### src/rtl/mafb_pkg.sv
// ----------------------------------------------------------------------------
// Modbus ASCII frame builder package
// Shared types, character constants and the hex digit encoder.
// ----------------------------------------------------------------------------
package mafb_pkg;

  localparam int unsigned IN_DATA_W  = 72;
  localparam int unsigned OUT_DATA_W = 8;
  localparam int unsigned IDX_W      = 5;

  // Character positions within a frame (a short frame skips the position part).
  localparam logic [IDX_W-1:0] IDX_COLON   = 5'd0;
  localparam logic [IDX_W-1:0] IDX_WORD_LO = 5'd12;
  localparam logic [IDX_W-1:0] IDX_LRC_HI  = 5'd23;
  localparam logic [IDX_W-1:0] IDX_LF      = 5'd26;

  localparam logic [7:0] CHAR_COLON = 8'h3A;
  localparam logic [7:0] CHAR_CR    = 8'h0D;
  localparam logic [7:0] CHAR_LF    = 8'h0A;
  localparam logic [7:0] CHAR_ZERO  = 8'h30;

  localparam logic REQ_SHORT    = 1'b0;
  localparam logic REQ_POSITION = 1'b1;

  typedef struct packed {
    logic             load;  // capture the request and its LRC
    logic             emit;  // load the character at idx into the output register
    logic [IDX_W-1:0] idx;
  } mafb_cmd_t;

  typedef struct packed {
    logic req_type;
  } mafb_status_t;

  // Uppercase ASCII hex digit for one nibble.
  function automatic logic [7:0] hex_char(input logic [3:0] nib);
    logic [7:0] ext;
    ext = {4'h0, nib};
    if (nib < 4'd10) begin
      hex_char = CHAR_ZERO + ext;
    end else begin
      hex_char = 8'h37 + ext;
    end
  endfunction

endpackage

### src/rtl/mafb_dp.sv
// ----------------------------------------------------------------------------
// Modbus ASCII frame builder datapath
// Holds the request and its LRC, and selects one frame character per step.
// ----------------------------------------------------------------------------
module mafb_dp (
  input  logic                            clk,
  input  logic [mafb_pkg::IN_DATA_W-1:0]  in_tdata,
  input  logic                            in_tuser,
  input  mafb_pkg::mafb_cmd_t             cmd,
  output mafb_pkg::mafb_status_t          status,
  output logic [mafb_pkg::OUT_DATA_W-1:0] char_out,
  output logic                            last_out
);
  import mafb_pkg::*;

  logic        req_type_r;
  logic [7:0]  slave_r;
  logic [7:0]  func_r;
  logic [15:0] addr_r;
  logic [15:0] word_r;
  logic [7:0]  count_r;
  logic [15:0] pos_r;
  logic [7:0]  lrc_r;
  logic [7:0]  char_r;
  logic        last_r;

  logic [7:0]  sum;
  logic [7:0]  pos_part;
  logic [3:0]  nib;
  logic        is_hex;
  logic [7:0]  fixed_char;
  logic [7:0]  char_nxt;

  // Byte sum modulo 256; the byte-count and position bytes count only in position frames.
  always_comb begin
    pos_part = in_tdata[55:48] + in_tdata[63:56] + in_tdata[71:64];
    sum = in_tdata[7:0] + in_tdata[15:8] + in_tdata[23:16] + in_tdata[31:24]
        + in_tdata[39:32] + in_tdata[47:40];
    if (in_tuser == REQ_POSITION) begin
      sum = sum + pos_part;
    end
  end

  always_comb begin
    nib        = 4'h0;
    is_hex     = 1'b1;
    fixed_char = CHAR_COLON;
    unique case (cmd.idx) inside
      5'd0:  begin is_hex = 1'b0; fixed_char = CHAR_COLON; end
      5'd1:  nib = slave_r[7:4];
      5'd2:  nib = slave_r[3:0];
      5'd3:  nib = func_r[7:4];
      5'd4:  nib = func_r[3:0];
      5'd5:  nib = addr_r[15:12];
      5'd6:  nib = addr_r[11:8];
      5'd7:  nib = addr_r[7:4];
      5'd8:  nib = addr_r[3:0];
      5'd9:  nib = word_r[15:12];
      5'd10: nib = word_r[11:8];
      5'd11: nib = word_r[7:4];
      5'd12: nib = word_r[3:0];
      5'd13: nib = count_r[7:4];
      5'd14: nib = count_r[3:0];
      [5'd15:5'd18]: nib = 4'h0;
      5'd19: nib = pos_r[15:12];
      5'd20: nib = pos_r[11:8];
      5'd21: nib = pos_r[7:4];
      5'd22: nib = pos_r[3:0];
      5'd23: nib = lrc_r[7:4];
      5'd24: nib = lrc_r[3:0];
      5'd25: begin is_hex = 1'b0; fixed_char = CHAR_CR; end
      5'd26: begin is_hex = 1'b0; fixed_char = CHAR_LF; end
      default: begin is_hex = 1'b0; fixed_char = CHAR_LF; end
    endcase
    char_nxt = is_hex ? hex_char(nib) : fixed_char;
  end

  always_ff @(posedge clk) begin
    if (cmd.load) begin
      req_type_r <= in_tuser;
      slave_r    <= in_tdata[7:0];
      func_r     <= in_tdata[15:8];
      addr_r     <= in_tdata[31:16];
      word_r     <= in_tdata[47:32];
      count_r    <= in_tdata[55:48];
      pos_r      <= in_tdata[71:56];
      lrc_r      <= 8'h00 - sum;
    end
    if (cmd.emit) begin
      char_r <= char_nxt;
      last_r <= (cmd.idx == IDX_LF);
    end
  end

  assign status.req_type = req_type_r;
  assign char_out        = char_r;
  assign last_out        = last_r;

endmodule

### src/rtl/mafb_ctrl.sv
// ----------------------------------------------------------------------------
// Modbus ASCII frame builder controller
// Sequences the characters of one frame and runs the output handshake.
// ----------------------------------------------------------------------------
module mafb_ctrl (
  input  logic                   clk,
  input  logic                   rst_n,
  input  logic                   in_tvalid,
  output logic                   in_tready,
  output logic                   out_tvalid,
  input  logic                   out_tready,
  input  mafb_pkg::mafb_status_t status,
  output mafb_pkg::mafb_cmd_t    cmd
);
  import mafb_pkg::*;

  typedef enum logic [1:0] {
    ST_IDLE = 2'b01,
    ST_SEND = 2'b10
  } state_t;

  state_t           state_r, state_nxt;
  logic [IDX_W-1:0] idx_r, idx_nxt;
  logic             out_valid_r, out_valid_nxt;
  logic             accept;
  logic             emit;

  assign in_tready = (state_r == ST_IDLE);
  assign accept    = in_tvalid && in_tready;
  // A character may move into the output register once it is empty or being taken.
  assign emit      = (state_r == ST_SEND) && (!out_valid_r || out_tready);

  always_comb begin
    state_nxt = state_r;
    idx_nxt   = idx_r;
    unique case (state_r)
      ST_IDLE: begin
        if (accept) begin
          state_nxt = ST_SEND;
          idx_nxt   = IDX_COLON;
        end
      end
      ST_SEND: begin
        if (emit) begin
          if (idx_r == IDX_LF) begin
            state_nxt = ST_IDLE;
          end else if (idx_r == IDX_WORD_LO && status.req_type == REQ_SHORT) begin
            idx_nxt = IDX_LRC_HI;
          end else begin
            idx_nxt = idx_r + IDX_W'(1);
          end
        end
      end
      default: begin
        state_nxt = ST_IDLE;
      end
    endcase
  end

  always_comb begin
    if (emit) begin
      out_valid_nxt = 1'b1;
    end else if (out_tready) begin
      out_valid_nxt = 1'b0;
    end else begin
      out_valid_nxt = out_valid_r;
    end
  end

  always_ff @(posedge clk) begin
    if (!rst_n) begin
      state_r     <= ST_IDLE;
      idx_r       <= IDX_COLON;
      out_valid_r <= 1'b0;
    end else begin
      state_r     <= state_nxt;
      idx_r       <= idx_nxt;
      out_valid_r <= out_valid_nxt;
    end
  end

  assign cmd.load   = accept;
  assign cmd.emit   = emit;
  assign cmd.idx    = idx_r;
  assign out_tvalid = out_valid_r;

endmodule

### src/rtl/modbus_ascii_frame_builder_unit.sv
// ----------------------------------------------------------------------------
// Modbus ASCII frame builder
// Turns one request into a Modbus ASCII frame, one character per output item.
// ----------------------------------------------------------------------------
// One request enters on the in_ stream; the frame leaves on the out_ stream as
// one ASCII character per item, with out_tlast high on the closing LF.
// A short command frame (in_tuser low) has 17 characters and a position-write
// frame (in_tuser high) has 27. The LRC is worked out as the request is taken.
// After a request is accepted the controller enters its send state and the
// first character is then loaded into the output register; the rest follow
// one per cycle while out_tready stays high. The character counter in the
// controller sets the pace. The next request is taken as soon as the final
// LF has entered the output register, even while that LF still waits to be
// taken. If the receiver stalls, the current character is held and the
// counter stops. Reset empties the output register and returns the controller
// to idle; any frame under way is abandoned.
// ----------------------------------------------------------------------------
module modbus_ascii_frame_builder_unit (
  input  logic                            clk,
  input  logic                            rst_n,
  input  logic                            in_tvalid,
  output logic                            in_tready,
  // slave_addr[7:0], func_code[15:8], reg_addr[31:16], reg_word[47:32],
  // byte_count[55:48], position[71:56]
  input  logic [mafb_pkg::IN_DATA_W-1:0]  in_tdata,
  // req_type[0]
  input  logic                            in_tuser,
  output logic                            out_tvalid,
  input  logic                            out_tready,
  // ascii_char[7:0]
  output logic [mafb_pkg::OUT_DATA_W-1:0] out_tdata,
  output logic                            out_tlast
);
  import mafb_pkg::*;

  mafb_cmd_t    cmd;
  mafb_status_t status;

  mafb_ctrl u_ctrl (
    .clk        (clk),
    .rst_n      (rst_n),
    .in_tvalid  (in_tvalid),
    .in_tready  (in_tready),
    .out_tvalid (out_tvalid),
    .out_tready (out_tready),
    .status     (status),
    .cmd        (cmd)
  );

  mafb_dp u_dp (
    .clk      (clk),
    .in_tdata (in_tdata),
    .in_tuser (in_tuser),
    .cmd      (cmd),
    .status   (status),
    .char_out (out_tdata),
    .last_out (out_tlast)
  );

endmodule
### config.mk
export PLATFORM = sky130hd
export DESIGN_NAME = modbus_ascii_frame_builder_unit
export DESIGN_NICKNAME = d
export VERILOG_FILES = /design/src/rtl/mafb_pkg.sv /design/src/rtl/mafb_dp.sv /design/src/rtl/mafb_ctrl.sv /design/src/rtl/modbus_ascii_frame_builder_unit.sv
export SDC_FILE = /design/constraint.sdc
export NUM_CORES = 1
export LEC_CHECK = 0
export BUFFER_PORTS_ARGS = -buffer_cell sky130_fd_sc_hd__clkbuf_2
export CAP_MARGIN = 15
export CORE_MARGIN = 5
export CORE_UTILIZATION = 35
export DETAILED_ROUTE_END_ITERATION = 10
export PLACE_DENSITY = 0.52
export SYNTH_ARGS = -nofsm -noshare
export SYNTH_HDL_FRONTEND = slang
export SYNTH_HIERARCHICAL = 1
export SYNTH_SLANG_ARGS = --single-unit
### constraint.sdc
create_clock -name clk -period 6.75 [get_ports clk]
set_clock_uncertainty 0.2 [all_clocks]
set_input_delay 1.35 -clock clk [delete_from_list [all_inputs] [get_ports clk]]
set_output_delay 1.35 -clock clk [all_outputs]
set_load 0.03 [all_outputs]
# Yosys cells after proc, flatten, opt, wreduce, memory -nomap -nowiden
# Cells that the tools add are included.
# W data, S select, Z words.
dict set report word_totals {
  regBits 98
  output_inout_bits 11
  word_cells 87
  inputBits 77
}
dict set report classes {
  n_bitwise 1
  n_addsub 12
  mux 17
  order_cmp 3
  n_eq_ne 28
  reduce_logical 13
}
# cell n
set op_table {}
lappend op_table {{$pmux W4 S20} 1}
lappend op_table {{$add A8 B8 Y8} 8}
lappend op_table {{$eq A5 B5 Y1 const B} 8}
lappend op_table {{$eq A5 B4 Y1 const B} 7}
lappend op_table {{$mux W8} 3}
lappend op_table {{$reduce_or A22 Y1} 1}
lappend op_table {{$reduce_or A21 Y1} 1}
lappend op_table {{$eq A5 B3 Y1 const B} 4}
lappend op_table {{$mux W5} 4}
lappend op_table {{$add A6 B4 Y7 const A} 2}
lappend op_table {{$pmux W6 S2} 1}
lappend op_table {{$eq A5 B2 Y1 const B} 2}
lappend op_table {{$pmux W5 S2} 1}
lappend op_table {{$sub A1 B8 Y8 const A} 1}
lappend op_table {{$mux W2} 3}
lappend op_table {{$ne A2 B2 Y1 const B} 3}
lappend op_table {{$add A5 B1 Y5 const B} 1}
lappend op_table {{$eq A5 B1 Y1 const B} 1}
lappend op_table {{$ge A5 B4 Y1 const B} 1}
lappend op_table {{$le A5 B5 Y1 const B} 1}
lappend op_table {{$logic_not A5 Y1} 1}
lappend op_table {{$logic_and A1 B1 Y1} 4}
lappend op_table {{$lt A4 B4 Y1 const B} 1}
lappend op_table {{$pmux W2 S2} 1}
lappend op_table {{other kinds (10)} 13}

# Longest topological paths before layout
dict set report depth {
  depth_word 8
  mapped_depth 22
  ltp_nobuf 22
}

# Modules after synthesis
# Netlist, hierarchy kept.
# module seq_area_each_um2 area_per_inst_um2 cells_each instances
set by_module_without_submodules {}
lappend by_module_without_submodules {mafb_dp 2672.6 5267.6 400 1}
lappend by_module_without_submodules {mafb_ctrl 160.2 491.7 55 1}

# Worst setup path before layout
# No wires, ideal clock.
dict set report synth_path {
  path_type {in2reg}
  from {input in_tdata[2] (netlist bit)}
  to {register u_dp.lrc_r[7], data pin}
  cell_stages 18
  required_time_ns 6.289
  n_path_buf 0
  arrival_ns 5.754
  setup_slack_ns 0.535
  path_cell_list {inv_1 > fa_1 > inv_1 > fa_1 > inv_1 > fa_1 > inv_1 > ha_1 > fa_1 > fa_1 > ha_1 > a211oi_1 > nor2_1 > xor2_1 > mux2_2 > nor3_1 > o211ai_1 > xnor2_1}
}
dict set report synth_between {
  elab_chain_len 8
}
# item line
set synth_lines {}
lappend synth_lines {{from (decl)} modbus_ascii_frame_builder_unit.sv:25} ;# input logic [mafb_pkg::IN_DATA_W-1:0] in_tdata,
lappend synth_lines {{$add A8 B8 Y8 (*) (3 in a row)} mafb_dp.sv:37} ;# sum = in_tdata[7:0] + in_tdata[15:8] + in_tdata[23:16] + in_tdata[31:24]
lappend synth_lines {{$add A8 B8 Y8 (*) (2 in a row)} mafb_dp.sv:38} ;# + in_tdata[39:32] + in_tdata[47:40];
lappend synth_lines {{$add A8 B8 Y8} mafb_dp.sv:40} ;# sum = sum + pos_part;
lappend synth_lines {{$mux W8 (*)} mafb_dp.sv:39} ;# if (in_tuser == REQ_POSITION) begin
lappend synth_lines {{$sub A1 B8 Y8 (*)} mafb_dp.sv:87} ;# lrc_r <= 8'h00 - sum;
lappend synth_lines {{to (signal assigned)} mafb_dp.sv:87}
lappend synth_lines {{to (decl)} mafb_dp.sv:23} ;# logic [7:0] lrc_r;
# Mark *: on every way between the ends. The rest lies on a longest branch, timed or not.
# A chain may end at the register's enable or synchronous reset.

# Final worst setup path
# Same ends and word-level chain as after synthesis.

==> summary.md <==
| Metric | Value |
|---|---|
| Status | complete, no violations |
| MaxCap Viol Count | 0 |
| Cell Area, Placed | 6400 µm² |
| Async SR Flop Fraction | 0% |
| Initial Utilization | 36.0% |
| Synth area leaders | edfxtp_1 46%, fa_1 14%, ha_1 3.9% |
| Cts repair resizes | 0 |
| Max Fclk | 159 MHz |
| Syn avg cell area | 12.7 µm² |
| Cells after Synth | 455 |
| Initial antenna violation count | 0 |
| DIE WIDTH | 138 µm |
| Number of global-route vias before repair | 4,123 |
| EDFF count, synth | 89 |
| Clock power share | 22.9% |
| Crit path launch type | input port |
| Area of the multi-input gates | 2630 µm² |
| H-tree depth | 3 |
| CTS tree | built |
| Wirelength per Cell | 19.6 µm |
| Power Dens Cells | 384 nW/µm² |
| Hold WS | 0.355 ns |
| Critical Path AT | 6.18 ns |
| Critical path class | in2reg |
| Nets | 678 |
| # hold bufs at CTS | 0 |
| Fin crit period | 6.29 ns |
| Lkg Pwr | 2.67 nW |
| Clk buf depth | 2 |
| Final hold vios | 0 |
| Fin area | 6740 µm² |
| Top-count cell post-synth | edfxtp_1 |
| Req. time, crit path | 6.65 ns |
| Crit share post-route | 93.1% |
| Slew margin rel. | 28.2% |
| CP max FO | 4 |
| Reg clk slew, reported paths | 0.07 ns |
| Die area | 19,100 µm² |
| R2r setup slk | 2.92 ns |
| Worst VDD drop | 0.000206 V |
| Flop pwr share | 30.6% |
| Largest net degree at the start of global routing | 85 |
| N_diodes | 0 |
| Switch Pwr | 0.916 mW |
| CORE AREA | 16,000 µm² |
| Area delta synth->final | 17.0% |
| Post-CTS setup buffer count | 0 |
| Drt drc | 0 |
| Synthesis-stage register bit count | 97 |
| Total track usage | 16.0% |
| Via count | 3,808 |
| Setup Viol. Count Final | 0 |
| HPWL after DPL | 12.0 mm |
| Least-Margin Pin Slew | 1.08 ns |
| Synth top area share | 46.4% |
| HP Class | reg2reg |
| Synth Cell Area | 5760 µm² |
| GR Overflow Total | 0 |
| Dominant synthesized flop cell | edfxtp_1 |
| Sequential-to-total area share from yosys stat | 49.2% |
| Register area | 2830 µm² |
| Share of post-route cells with drive strength above 1 | 22.1% |
| Final setup TNS | 0 ns |
| Worst-Skew Late Latency | 0.35 ns |
| Fin. max-slew vios | 0 |
| # port buffers | 86 |
| Clock Sinks | 97 |
| Final wirelength | 15.0 mm |
| Global-route wire length before repair | 23.2 mm |
| ANT nets after route | 0 |
| Initial drt markers | 232 |
| Syn Nets | 591 |
| Critical Path End Type | register |
| Number of buffers created by CTS | 9 |
| Fillcell total | 1,564 |
| Io pins | 88 |
| Synth cell count leaders | 89 x edfxtp_1, 56 x inv_1, 41 x fa_1, 30 x nor2_1, 23 x xnor2_1 |
| Cell-internal power | 1.67 mW |
| Post-synth top area cell | edfxtp_1 |
| RSZ-0062 raised after global routing | no |
| Synth warn | 6 |
| Vias per inst | 4.99 |
| FP Rows | 46 |
| Synth cell types | 68 |
| Routability cong. | 0.907 |
| Sw Ratio | 35.5% |
| Part of the power in combinational logic | 46.5% |
| Die Y-Extent | 138 µm |
| First-pass DRT Iterations | 4 |
| Root Driver | clkbuf_16 |
## path summary, 6_finish.rpt
check | cells past startpoint | start | to
max | 19 | in_tdata[2] | u_dp/lrc_r[7]
min | 2 | u_ctrl/out_tvalid | u_ctrl/out_tvalid
max reg2reg | 9 | u_ctrl/idx_r[0] | u_dp/char_out[2]
min reg2reg | 2 | u_ctrl/out_tvalid | u_ctrl/out_tvalid
## kinds of logic after synthesis
family          share of synthesized area (%)
simple gates                             10.1
flops                                    49.2
compound gates                           10.4
buf+inv                                  5.21
fa+ha+maj                                18.2
xor+xnor                                 4.41
mux                                      2.45
other cells                            0.0651
## metrics by stage
| stage | power [mW] | utilization (%) | instances | setup WS (ns) |
|---|---|---|---|---|
| after global placement | 1.97 | 40.0 | 747 | 0.239 |
| after detailed placement | 2.01 | 40.0 | 747 | 0.106 |
| after CTS | 2.62 | 42.1 | 763 | 0.464 |
| after global routing | 2.78 | 42.1 | 763 | 0.174 |
| after floorplan | 1.72 | - | 455 | 0.535 |
| final | 2.58 | 42.1 | 763 | 0.463 |
## routing by layer
| layer | part of all wire (%) | vias to the layer above | global-route usage, % | wire length [µm] |
|---|---|---|---|---|
| li1 | - | 1818 | - | - |
| met1 | 42 | 1859 | 20.2 | 6280 |
| met2 | 52 | 114 | 27.4 | 7740 |
| met3 | 4.4 | 17 | 3.52 | 665 |
| met4 | 1.8 | 0 | 5.04 | 266 |
| met5 | 0 | - | 0 | 0 |
## placed cells by master (no fill, tap or decap), drive strengths merged, types with 4 or more instances in the layout
cell and count:
mux2 6, nand3b 4, a21oi 15, o21ai 8, mux2i 7, edfxtp 89
xnor2 23, nor4 4, a221oi 5, nand3 8, nor2 30, nand2 17
a21boi 4, a22oi 10, dfxtp 8, nand4 7, nor3 8, fa 41
xor2 6, inv 58, nand2b 5, a22o 8, clkbuf 95, ha 18
## area by class of cell
type / count / area share, %
Inverter: 56 / 3.12
Clock buffer: 9 / 3.34
Timing Repair Buffer: 89 / 6.72
Multi-Input combinational cell: 289 / 39.0
Sequential cell: 97 / 42.1
Tap cell: 216 / 4.01
Clock inverter: 7 / 1.71
## power groups by stage
stage	Clock, mW	Sequential, mW	Combinational [mW]
floorplan	0	0.786	0.932
global placement	0	0.803	1.17
detailed placement	0	0.804	1.21
CTS	0.608	0.790	1.22
global route	0.632	0.794	1.35
finish	0.591	0.790	1.20
## registers in the layout, indices dropped and copies added, names as in the netlist, 7 cells and up
register and cells:
u_dp/word_r 16, u_dp/slave_r 8, u_dp/pos_r 16, u_dp/char_out 7
u_dp/lrc_r 8, u_dp/addr_r 16, u_dp/func_r 8, u_dp/count_r 8
## worst max-delay path, stage by stage
cell and delay (ns):
clkbuf_2 0.09, inv_1 0.05, fa_1 0.55, inv_1 0.08, fa_1 0.53, inv_1 0.05
fa_1 0.52, inv_1 0.04, ha_1 0.22, fa_1 0.53, fa_1 0.43, ha_1 0.36
a211oi_1 0.34, nor2_1 0.10, xor2_1 0.14, mux2_2 0.30, nor3_1 0.18, o211ai_1 0.14
xnor2_1 0.16
(Power assumes the default switching activity.)
